<file path="src/rtl/psag_pkg.sv">
package psag_pkg;

  // Default width of the running source index
  localparam int INDEX_BITS_DEF = 32;

  // Register map, word index (byte address / 4)
  localparam int CFG_ADDR_W = 5;
  localparam logic [2:0] REG_OUT_CHANNELS = 3'd0;
  localparam logic [2:0] REG_UPSCALE      = 3'd1;
  localparam logic [2:0] REG_IN_HEIGHT    = 3'd2;
  localparam logic [2:0] REG_IN_WIDTH     = 3'd3;
  localparam logic [2:0] REG_IMAGES       = 3'd4;

  // Register limits (values are clamped to these when used)
  localparam logic [10:0] OC_MAX   = 11'd1024;
  localparam logic [3:0]  G_MAX    = 4'd8;
  localparam logic [11:0] HW_MAX   = 12'd2048;
  localparam logic [6:0]  NIMG_MAX = 7'd64;

  // Clamped geometry as seen by the counters and the index datapath
  typedef struct packed {
    logic [10:0] oc;
    logic [3:0]  g;
    logic [11:0] h;
    logic [11:0] w;
    logic [6:0]  nimg;
  } cfg_t;

  // One element with the counter snapshot taken when it was accepted
  typedef struct packed {
    logic [31:0] value;
    logic        last;
    logic [31:0] src_idx;
    logic [10:0] col;
    logic [10:0] row;
    logic [9:0]  och;
    logic [2:0]  sub_row;
    logic [2:0]  sub_col;
    logic [5:0]  img;
  } item_t;

endpackage

</file>
<file path="src/rtl/psag_cfg_regs.sv">
module psag_cfg_regs (
  input  logic                              clk,
  input  logic                              rst_n,
  input  logic                              psel,
  input  logic                              penable,
  input  logic                              pwrite,
  input  logic [psag_pkg::CFG_ADDR_W-1:0]   paddr,
  input  logic [31:0]                       pwdata,
  output logic [31:0]                       prdata,
  output psag_pkg::cfg_t                    cfg
);
  import psag_pkg::*;

  logic [10:0] oc_r;
  logic [3:0]  g_r;
  logic [11:0] h_r;
  logic [11:0] w_r;
  logic [6:0]  nimg_r;
  logic        wr_en;
  logic [2:0]  reg_idx;

  assign wr_en   = psel & penable & pwrite;
  assign reg_idx = paddr[4:2];

  // Register writes
  always_ff @(posedge clk) begin
    if (!rst_n) begin
      oc_r   <= 11'd1;
      g_r    <= 4'd2;
      h_r    <= 12'd1;
      w_r    <= 12'd1;
      nimg_r <= 7'd1;
    end else if (wr_en) begin
      unique case (reg_idx)
        REG_OUT_CHANNELS: oc_r   <= pwdata[10:0];
        REG_UPSCALE:      g_r    <= pwdata[3:0];
        REG_IN_HEIGHT:    h_r    <= pwdata[11:0];
        REG_IN_WIDTH:     w_r    <= pwdata[11:0];
        REG_IMAGES:       nimg_r <= pwdata[6:0];
        default: ;
      endcase
    end
  end

  // Read back of the raw register values
  always_comb begin
    unique case (reg_idx)
      REG_OUT_CHANNELS: prdata = 32'(oc_r);
      REG_UPSCALE:      prdata = 32'(g_r);
      REG_IN_HEIGHT:    prdata = 32'(h_r);
      REG_IN_WIDTH:     prdata = 32'(w_r);
      REG_IMAGES:       prdata = 32'(nimg_r);
      default:          prdata = 32'd0;
    endcase
  end

  // Clamp to the legal range: zero acts as one, oversize acts as the maximum
  always_comb begin
    cfg.oc   = (oc_r == '0)     ? 11'd1 : ((oc_r > OC_MAX)     ? OC_MAX   : oc_r);
    cfg.g    = (g_r == '0)      ? 4'd1  : ((g_r > G_MAX)       ? G_MAX    : g_r);
    cfg.h    = (h_r == '0)      ? 12'd1 : ((h_r > HW_MAX)      ? HW_MAX   : h_r);
    cfg.w    = (w_r == '0)      ? 12'd1 : ((w_r > HW_MAX)      ? HW_MAX   : w_r);
    cfg.nimg = (nimg_r == '0)   ? 7'd1  : ((nimg_r > NIMG_MAX) ? NIMG_MAX : nimg_r);
  end

endmodule

</file>
<file path="src/rtl/psag_counter.sv">
module psag_counter #(
  parameter int INDEX_BITS = psag_pkg::INDEX_BITS_DEF
) (
  input  logic             clk,
  input  logic             rst_n,
  input  logic             accept,
  input  logic             restart,
  input  logic [31:0]      value,
  input  psag_pkg::cfg_t   cfg,
  output psag_pkg::item_t  item
);
  import psag_pkg::*;

  localparam int SRC_W = (INDEX_BITS < 32) ? INDEX_BITS : 32;

  logic [10:0]           col_r, col_nxt, col_e;
  logic [10:0]           row_r, row_nxt, row_e;
  logic [9:0]            och_r, och_nxt, och_e;
  logic [2:0]            srow_r, srow_nxt, srow_e;
  logic [2:0]            scol_r, scol_nxt, scol_e;
  logic [5:0]            img_r, img_nxt, img_e;
  logic [INDEX_BITS-1:0] lin_r, lin_nxt, lin_e;
  logic end_col, end_row, end_ch, end_sc, end_sr, end_img, last;

  // Restart zeroes the counters before this element is indexed
  assign col_e  = restart ? '0 : col_r;
  assign row_e  = restart ? '0 : row_r;
  assign och_e  = restart ? '0 : och_r;
  assign srow_e = restart ? '0 : srow_r;
  assign scol_e = restart ? '0 : scol_r;
  assign img_e  = restart ? '0 : img_r;
  assign lin_e  = restart ? '0 : lin_r;

  // Wrap flags; a counter whose successor reaches its limit wraps on its next advance
  assign end_col = (12'(col_e) + 12'd1) >= cfg.w;
  assign end_row = (12'(row_e) + 12'd1) >= cfg.h;
  assign end_ch  = (11'(och_e) + 11'd1) >= cfg.oc;
  assign end_sc  = (4'(scol_e) + 4'd1) >= cfg.g;
  assign end_sr  = (4'(srow_e) + 4'd1) >= cfg.g;
  assign end_img = (7'(img_e) + 7'd1) >= cfg.nimg;
  assign last    = end_col & end_row & end_ch & end_sc & end_sr & end_img;

  // Odometer advance: column, row, output channel, sub column, sub row, image
  always_comb begin
    col_nxt  = col_e;
    row_nxt  = row_e;
    och_nxt  = och_e;
    scol_nxt = scol_e;
    srow_nxt = srow_e;
    img_nxt  = img_e;
    lin_nxt  = last ? '0 : lin_e + {{(INDEX_BITS-1){1'b0}}, 1'b1};
    if (!end_col) begin
      col_nxt = col_e + 11'd1;
    end else begin
      col_nxt = '0;
      if (!end_row) begin
        row_nxt = row_e + 11'd1;
      end else begin
        row_nxt = '0;
        if (!end_ch) begin
          och_nxt = och_e + 10'd1;
        end else begin
          och_nxt = '0;
          if (!end_sc) begin
            scol_nxt = scol_e + 3'd1;
          end else begin
            scol_nxt = '0;
            if (!end_sr) begin
              srow_nxt = srow_e + 3'd1;
            end else begin
              srow_nxt = '0;
              img_nxt  = end_img ? '0 : img_e + 6'd1;
            end
          end
        end
      end
    end
  end

  always_ff @(posedge clk) begin
    if (!rst_n) begin
      col_r  <= '0;
      row_r  <= '0;
      och_r  <= '0;
      srow_r <= '0;
      scol_r <= '0;
      img_r  <= '0;
      lin_r  <= '0;
    end else if (accept) begin
      col_r  <= col_nxt;
      row_r  <= row_nxt;
      och_r  <= och_nxt;
      srow_r <= srow_nxt;
      scol_r <= scol_nxt;
      img_r  <= img_nxt;
      lin_r  <= lin_nxt;
    end
  end

  // Snapshot handed to the index datapath
  always_comb begin
    item.value   = value;
    item.last    = last;
    item.src_idx = 32'(lin_e[SRC_W-1:0]);
    item.col     = col_e;
    item.row     = row_e;
    item.och     = och_e;
    item.sub_row = srow_e;
    item.sub_col = scol_e;
    item.img     = img_e;
  end

endmodule

</file>
<file path="src/rtl/psag_index_pipe.sv">
module psag_index_pipe #(
  parameter int INDEX_BITS = psag_pkg::INDEX_BITS_DEF
) (
  input  logic             clk,
  input  logic             rst_n,
  input  logic             in_valid,
  output logic             in_ready,
  input  psag_pkg::item_t  in_item,
  input  psag_pkg::cfg_t   cfg,
  output logic             out_valid,
  input  logic             out_ready,
  output logic [31:0]      out_src_idx,
  output logic [31:0]      out_shuf_idx,
  output logic [31:0]      out_element,
  output logic             out_last
);
  import psag_pkg::*;

  localparam int          SHUF_W    = (INDEX_BITS < 32) ? INDEX_BITS : 32;
  localparam logic [31:0] SHUF_MASK = 32'((64'd1 << SHUF_W) - 64'd1);

  typedef struct packed {
    logic [31:0] value;
    logic        last;
    logic [31:0] src_idx;
    logic [15:0] sw;
    logic [15:0] sh;
    logic [14:0] rowv;
    logic [14:0] colv;
    logic [15:0] chan;
  } s1_t;

  typedef struct packed {
    logic [31:0] value;
    logic        last;
    logic [31:0] src_idx;
    logic [31:0] plane;
    logic [30:0] rowterm;
    logic [14:0] colv;
    logic [15:0] chan;
  } s2_t;

  typedef struct packed {
    logic [31:0] value;
    logic        last;
    logic [31:0] src_idx;
    logic [31:0] chterm;
    logic [31:0] lowsum;
  } s3_t;

  item_t s0_r;
  s1_t   s1_r, s1_nxt;
  s2_t   s2_r, s2_nxt;
  s3_t   s3_r, s3_nxt;
  logic  v0_r, v1_r, v2_r, v3_r, vo_r;
  logic  rdy0, rdy1, rdy2, rdy3, rdyo;
  logic [31:0] src_r, shuf_r, elem_r, shuf_nxt;
  logic        last_r;

  // Each stage loads when it is empty or its content moves on
  assign rdyo     = !vo_r || out_ready;
  assign rdy3     = !v3_r || rdyo;
  assign rdy2     = !v2_r || rdy3;
  assign rdy1     = !v1_r || rdy2;
  assign rdy0     = !v0_r || rdy1;
  assign in_ready = rdy0;

  // Stage 1: scaled sizes, sub-pixel row/column, channel plane number
  always_comb begin
    s1_nxt.value   = s0_r.value;
    s1_nxt.last    = s0_r.last;
    s1_nxt.src_idx = s0_r.src_idx;
    s1_nxt.sw      = 16'(cfg.w) * 16'(cfg.g);
    s1_nxt.sh      = 16'(cfg.h) * 16'(cfg.g);
    s1_nxt.rowv    = 15'(s0_r.row) * 15'(cfg.g) + 15'(s0_r.sub_row);
    s1_nxt.colv    = 15'(s0_r.col) * 15'(cfg.g) + 15'(s0_r.sub_col);
    s1_nxt.chan    = 16'(s0_r.img) * 16'(cfg.oc) + 16'(s0_r.och);
  end

  // Stage 2: plane size and row offset
  always_comb begin
    s2_nxt.value   = s1_r.value;
    s2_nxt.last    = s1_r.last;
    s2_nxt.src_idx = s1_r.src_idx;
    s2_nxt.plane   = 32'(s1_r.sh) * 32'(s1_r.sw);
    s2_nxt.rowterm = 31'(s1_r.rowv) * 31'(s1_r.sw);
    s2_nxt.colv    = s1_r.colv;
    s2_nxt.chan    = s1_r.chan;
  end

  // Stage 3: channel plane offset (low 32 bits) and in-plane offset
  always_comb begin
    s3_nxt.value   = s2_r.value;
    s3_nxt.last    = s2_r.last;
    s3_nxt.src_idx = s2_r.src_idx;
    s3_nxt.chterm  = 32'(s2_r.chan) * s2_r.plane;
    s3_nxt.lowsum  = 32'(s2_r.rowterm) + 32'(s2_r.colv);
  end

  assign shuf_nxt = (s3_r.chterm + s3_r.lowsum) & SHUF_MASK;

  // Stage valids
  always_ff @(posedge clk) begin
    if (!rst_n) begin
      v0_r <= 1'b0;
      v1_r <= 1'b0;
      v2_r <= 1'b0;
      v3_r <= 1'b0;
      vo_r <= 1'b0;
    end else begin
      if (rdy0) begin
        v0_r <= in_valid;
      end
      if (rdy1) begin
        v1_r <= v0_r;
      end
      if (rdy2) begin
        v2_r <= v1_r;
      end
      if (rdy3) begin
        v3_r <= v2_r;
      end
      if (rdyo) begin
        vo_r <= v3_r;
      end
    end
  end

  // Stage payloads
  always_ff @(posedge clk) begin
    if (rdy0 && in_valid) begin
      s0_r <= in_item;
    end
    if (rdy1 && v0_r) begin
      s1_r <= s1_nxt;
    end
    if (rdy2 && v1_r) begin
      s2_r <= s2_nxt;
    end
    if (rdy3 && v2_r) begin
      s3_r <= s3_nxt;
    end
    if (rdyo && v3_r) begin
      src_r  <= s3_r.src_idx;
      shuf_r <= shuf_nxt;
      elem_r <= s3_r.value;
      last_r <= s3_r.last;
    end
  end

  assign out_valid    = vo_r;
  assign out_src_idx  = src_r;
  assign out_shuf_idx = shuf_r;
  assign out_element  = elem_r;
  assign out_last     = last_r;

endmodule

</file>
<file path="src/rtl/pixel_shuffle_address_gen.sv">
// Depth-to-space (pixel shuffle) address generator. Feed one element per
// transfer in source order (image, channel, row, column, column fastest);
// each element comes back with its linear source index, its linear index
// in the shuffled tensor and its value, and tlast on the tensor's final
// element. in_tuser[0] restarts the counters at that element; after the
// final element the counters wrap to a new tensor by themselves. One
// element per clock is sustained while out_tready is high; each result
// passes a counter snapshot register, three arithmetic stages whose
// widest product is 16 by 32 bits, and the output register, and
// the input keeps accepting while a result waits as long as a stage is
// free. Registers (byte address): 0x00 out_channels, 0x04 upscale factor,
// 0x08 in_height, 0x0C in_width, 0x10 images; write them only while no
// element is in flight. Out-of-range register values are clamped on use.
module pixel_shuffle_address_gen #(
  parameter int INDEX_BITS = psag_pkg::INDEX_BITS_DEF
) (
  input  logic                             clk,
  input  logic                             rst_n,
  // configuration
  input  logic                             cfg_psel,
  input  logic                             cfg_penable,
  input  logic                             cfg_pwrite,
  input  logic [psag_pkg::CFG_ADDR_W-1:0]  cfg_paddr,
  input  logic [31:0]                      cfg_pwdata,
  output logic [31:0]                      cfg_prdata,
  output logic                             cfg_pready,
  // input elements
  input  logic                             in_tvalid,
  output logic                             in_tready,
  input  logic [31:0]                      in_tdata,   // [31:0] value
  input  logic [0:0]                       in_tuser,   // [0] restart
  // results
  output logic                             out_tvalid,
  input  logic                             out_tready,
  output logic [95:0]                      out_tdata,  // [31:0] source_index,
                                                       // [63:32] shuffled_index,
                                                       // [95:64] element
  output logic                             out_tlast   // last
);
  import psag_pkg::*;

  cfg_t  cfg;
  item_t item;
  logic  in_accept;

  assign cfg_pready = 1'b1;
  assign in_accept  = in_tvalid & in_tready;

  psag_cfg_regs u_cfg_regs (
    .clk     (clk),
    .rst_n   (rst_n),
    .psel    (cfg_psel),
    .penable (cfg_penable),
    .pwrite  (cfg_pwrite),
    .paddr   (cfg_paddr),
    .pwdata  (cfg_pwdata),
    .prdata  (cfg_prdata),
    .cfg     (cfg)
  );

  psag_counter #(
    .INDEX_BITS (INDEX_BITS)
  ) u_counter (
    .clk     (clk),
    .rst_n   (rst_n),
    .accept  (in_accept),
    .restart (in_tuser[0]),
    .value   (in_tdata),
    .cfg     (cfg),
    .item    (item)
  );

  psag_index_pipe #(
    .INDEX_BITS (INDEX_BITS)
  ) u_index_pipe (
    .clk          (clk),
    .rst_n        (rst_n),
    .in_valid     (in_tvalid),
    .in_ready     (in_tready),
    .in_item      (item),
    .cfg          (cfg),
    .out_valid    (out_tvalid),
    .out_ready    (out_tready),
    .out_src_idx  (out_tdata[31:0]),
    .out_shuf_idx (out_tdata[63:32]),
    .out_element  (out_tdata[95:64]),
    .out_last     (out_tlast)
  );

endmodule

</file>
<file path="config.mk">
export PLATFORM = sky130hd
export DESIGN_NAME = pixel_shuffle_address_gen
export DESIGN_NICKNAME = d
export VERILOG_FILES = /design/src/rtl/psag_pkg.sv /design/src/rtl/psag_cfg_regs.sv /design/src/rtl/psag_counter.sv /design/src/rtl/psag_index_pipe.sv /design/src/rtl/pixel_shuffle_address_gen.sv
export SDC_FILE = /design/constraint.sdc
export NUM_CORES = 2
export LEC_CHECK = 0
export CORE_UTILIZATION = 65
export DETAILED_ROUTE_END_ITERATION = 16
export DONT_BUFFER_PORTS = 1
export PLACE_DENSITY = 0.84
export SYNTH_ARGS = -nofsm -noshare
export SYNTH_HDL_FRONTEND = slang
export SYNTH_SLANG_ARGS = --single-unit
</file>
<file path="constraint.sdc">
create_clock -name clk -period 18.4 [get_ports clk]
set_input_delay 0.92 -clock clk [delete_from_list [all_inputs] [get_ports clk]]
set_output_delay 0.92 -clock clk [all_outputs]
set_load 0.01 [all_outputs]
</file>
==> metrics.md <==
| Metric | Value |
|---|---|
| Status | completed |
| Largest net degree at the start of global routing | around 130 |
| Routed Antenna Nets | 0 |
| Die height | approximately 320 um |
| Cells after Synth | ~6.2k |
| Bufs on Longest Clock Path | 3 |
| Wire length per cell | between 20 and 25 um |
| Chip width | about 320 um |
| Register-to-Register Path Depth | 22 |
| Type of origin of the critical path | register |
| Routed wire length | about 150 mm |
| Max-cap violation count | 0 |
| Skew-Pair Late Insertion Delay | a little under 0.7 ns |
| #FFs+latches synth | 764 |
| Worst-Margin Slew | roughly 1.3 ns |
| DRT Pass-1 Iters | 9 |
| Final worst-path setup slack | between 10 and 15 ns |
| Total number of vias | between 40k and 50k |
| Unique cell type count in the Yosys netlist | between 90 and 100 |
| F_max | roughly 140 MHz |
| Final core utilization | 0.697 |
| Asr flop ratio synth | 0 |
| Final TNS setup | 0 ns |
| Critical R2R Launch | u_index_pipe.s2_r[7] |
| CP Data Arrival Time | ~7.7 ns |
| Effective utilization at floorplan | 0.660 |
| CTS Sinks | 764 |
| First-pass GRT wire length | between 200 and 250 mm |
| Postcts setup bufs | 0 |
| Netlist Area Pre-Place | 65400 um^2 |
| Vias in the first global route | roughly 47k |
| DRT iter0 DRCs | between 3k and 4k |
| Dpl hpwl | roughly 110 mm |
| Worst Hold End | u_cfg_regs.nimg_r[0] |
| Post-layout min period | about 7.3 ns |
| Fraction of final layout cells sized beyond drive strength 1 | 0.0351 |
| Drt drc | 0 |
| Pre-CTS setup slack | about 11 ns |
| Cell taking the most area after synthesis | edfxtp_1 |
| TritonCTS buffer count | 76 |
| Post-cts gate resize count | 0 |
| Final Wtd Congestion | ~0.95 |
| Slew headroom | 0.112 |
| Die footprint | 102000 um^2 |
| Yosys warning total | 0 |
| CTS root buf | clkbuf_16 |
| Req. time, crit path | 18.80 ns |
| Worst Hold Path Cells | 1 |
| Port Buffers | 0 |
| Post-synthesis sequential area ratio | 0.332 |
| R2r endpoint | u_index_pipe.s3_r[62] |
| Overall routing resource usage | 0.310 |
| Crit Path Max Fanout | 25 |
| Flop2flop setup slack | 11.08 ns |
| Initial antenna violation count | 3 |
| Clk_skew | 0.0566 ns |
| Hold-fix buffers at CTS | 0 |
| Post-synth top flop | edfxtp_1 |
| H-tree levels | 3 |
| Fin crit share | 0.398 |
| Synth-to-layout area growth | 5.57% |
| CP Capture Type | register |
| Via/cell ratio | 6.01 |
| Mean post-synth cell area | around 10 um^2 |
| Pins Over Slew Limit | 0 |
| TritonCTS clock tree | yes |
| I/O pin total | ~210 |
| Yosys top cell area share | 0.293 |
| Final hold vios | 0 |
| Setup violators final | 0 |
| NumNets Final | between 7k and 8k |
| Rows | 115 |
| Reg clk slew, reported paths | around 0.060 ns |
| Setup CP Type | register to register |
| Grt ovf | 0 |
| Hold WS | slightly above 0.3 ns |
| Hold Startpoint | rst_n |
| Core area | 99000 um^2 |
| Number of synthesized flops with an enable pin | ~640 |
| Largest cells by area after synthesis | edfxtp_1 29%, fa_1 25%, ha_1 9.6%, inv_1 5.6%, nand2_1 4.7% |
| RSZ-0062 raised after global routing | false |
| Worst hold path type | input port to register |
[flip-flops by register name, summed over array words and instances (netlist names), 32 cells and up]
register / flops
u_index_pipe.out_shuf_idx: 32
u_index_pipe.s3_r: 129
u_counter.lin_r: 32
u_index_pipe.s2_r: 159
u_index_pipe.s0_r: 109
u_index_pipe.s1_r: 143
u_index_pipe.out_element: 32
u_index_pipe.out_src_idx: 32
[how the worst max path moves through the flow]
stage               slack (ns)                     to                  from
floorplan                 5.99   u_index_pipe.s1_r[0]            out_tready
global placement         11.46  u_index_pipe.s3_r[62]  u_index_pipe.s2_r[7]
detailed placement       11.38  u_index_pipe.s3_r[62]  u_index_pipe.s2_r[7]
CTS                      11.27  u_index_pipe.s3_r[62]  u_index_pipe.s2_r[7]
global route             10.90  u_index_pipe.s3_r[62]  u_index_pipe.s2_r[7]
finish                   11.08  u_index_pipe.s3_r[62]  u_index_pipe.s2_r[7]
[final cells by class]
type / count / area, um^2
antenna: 4 / 10.0
clock buffer: 102 / 2080
clock inverter: 39 / 488
fill: 6649 / 30000
inverter: 985 / 3700
multi-input combinational: 4245 / 39100
sequential: 764 / 21700
tap: 1287 / 1610
timing repair buffer: 44 / 343
[synthesized netlist by cell type, drive strengths merged (106+ instances only)]
| cell | count |
|---|---|
| ha | 503 |
| o21ai | 106 |
| nor2 | 223 |
| nand2 | 810 |
| fa | 803 |
| xnor2 | 183 |
| nor2b | 129 |
| edfxtp | 637 |
| dfxtp | 127 |
| inv | 985 |
| a21oi | 207 |
| and2 | 483 |
| clkbuf | 221 |
[worst max-delay path: stages, from the launching register on]
cell and delay (ns):
edfxtp_1 1.24, nand2_1 0.23, fa_1 0.59, inv_1 0.05, fa_1 0.50, inv_1 0.06
fa_1 0.53, inv_1 0.05, fa_1 0.45, fa_1 0.52, inv_1 0.06, fa_1 0.47
inv_1 0.04, ha_1 0.29, o21ai_0 0.12, a21boi_1 0.19, a21oi_1 0.18, o21ai_1 0.16
a311oi_1 0.64, o21ai_1 0.20, a21o_1 0.21, a21oi_1 0.16, xnor2_1 0.08
[kinds of logic (layout without fill, tap and decap cells)]
family | count (synthesis) | in the layout | synth area share
muxes | 43 | 43 | 0.00680
and+or+nand+nor | 1984 | 1984 | 0.150
other | 2 | 25 | 0.000115
buffers and inverters | 1235 | 1170 | 0.0722
DFF | 764 | 764 | 0.332
xor gates and xnor gates | 255 | 255 | 0.0342
AOI/OAI and AO/OA | 636 | 636 | 0.0630
adders and majority gates | 1306 | 1306 | 0.342
[routing by layer]
metal / share of wire / GRT usage / up-vias
met2: 0.49 / 0.522 / 2286
met5: 0 / 0 / -
met3: 0.090 / 0.0645 / 535
met4: 0.056 / 0.153 / 0
met1: 0.37 / 0.379 / 22200
li1: - / - / 19900
[layout by cell type (no fill, tap or decap), types with 43 or more instances in the layout]
cell type and n:
inv_1 981, nand2_1 809, fa_1 803, edfxtp_1 637, ha_1 503, and2_1 483
nor2_1 223, a21oi_1 207, xnor2_1 183, dfxtp_1 127, nor2b_1 125, nand3_1 98
o21ai_0 82, clkbuf_16 78, xor2_1 72, a21o_1 64, nor3_1 51, buf_4 43
[per-stage QoR]
step | instances | instance area [um^2]
2_1_floorplan | 6244 | 65400
3_3_place_gp | 7325 | 66400
3_5_place_dp | 7325 | 66400
4_1_cts | 7466 | 69000
5_1_grt | 7468 | 69000
6_report | 7470 | 69000
Power is left out: the tool's default activity adds up to more than one toggle a clock period on the data nets, which glitch-free logic cannot reach.
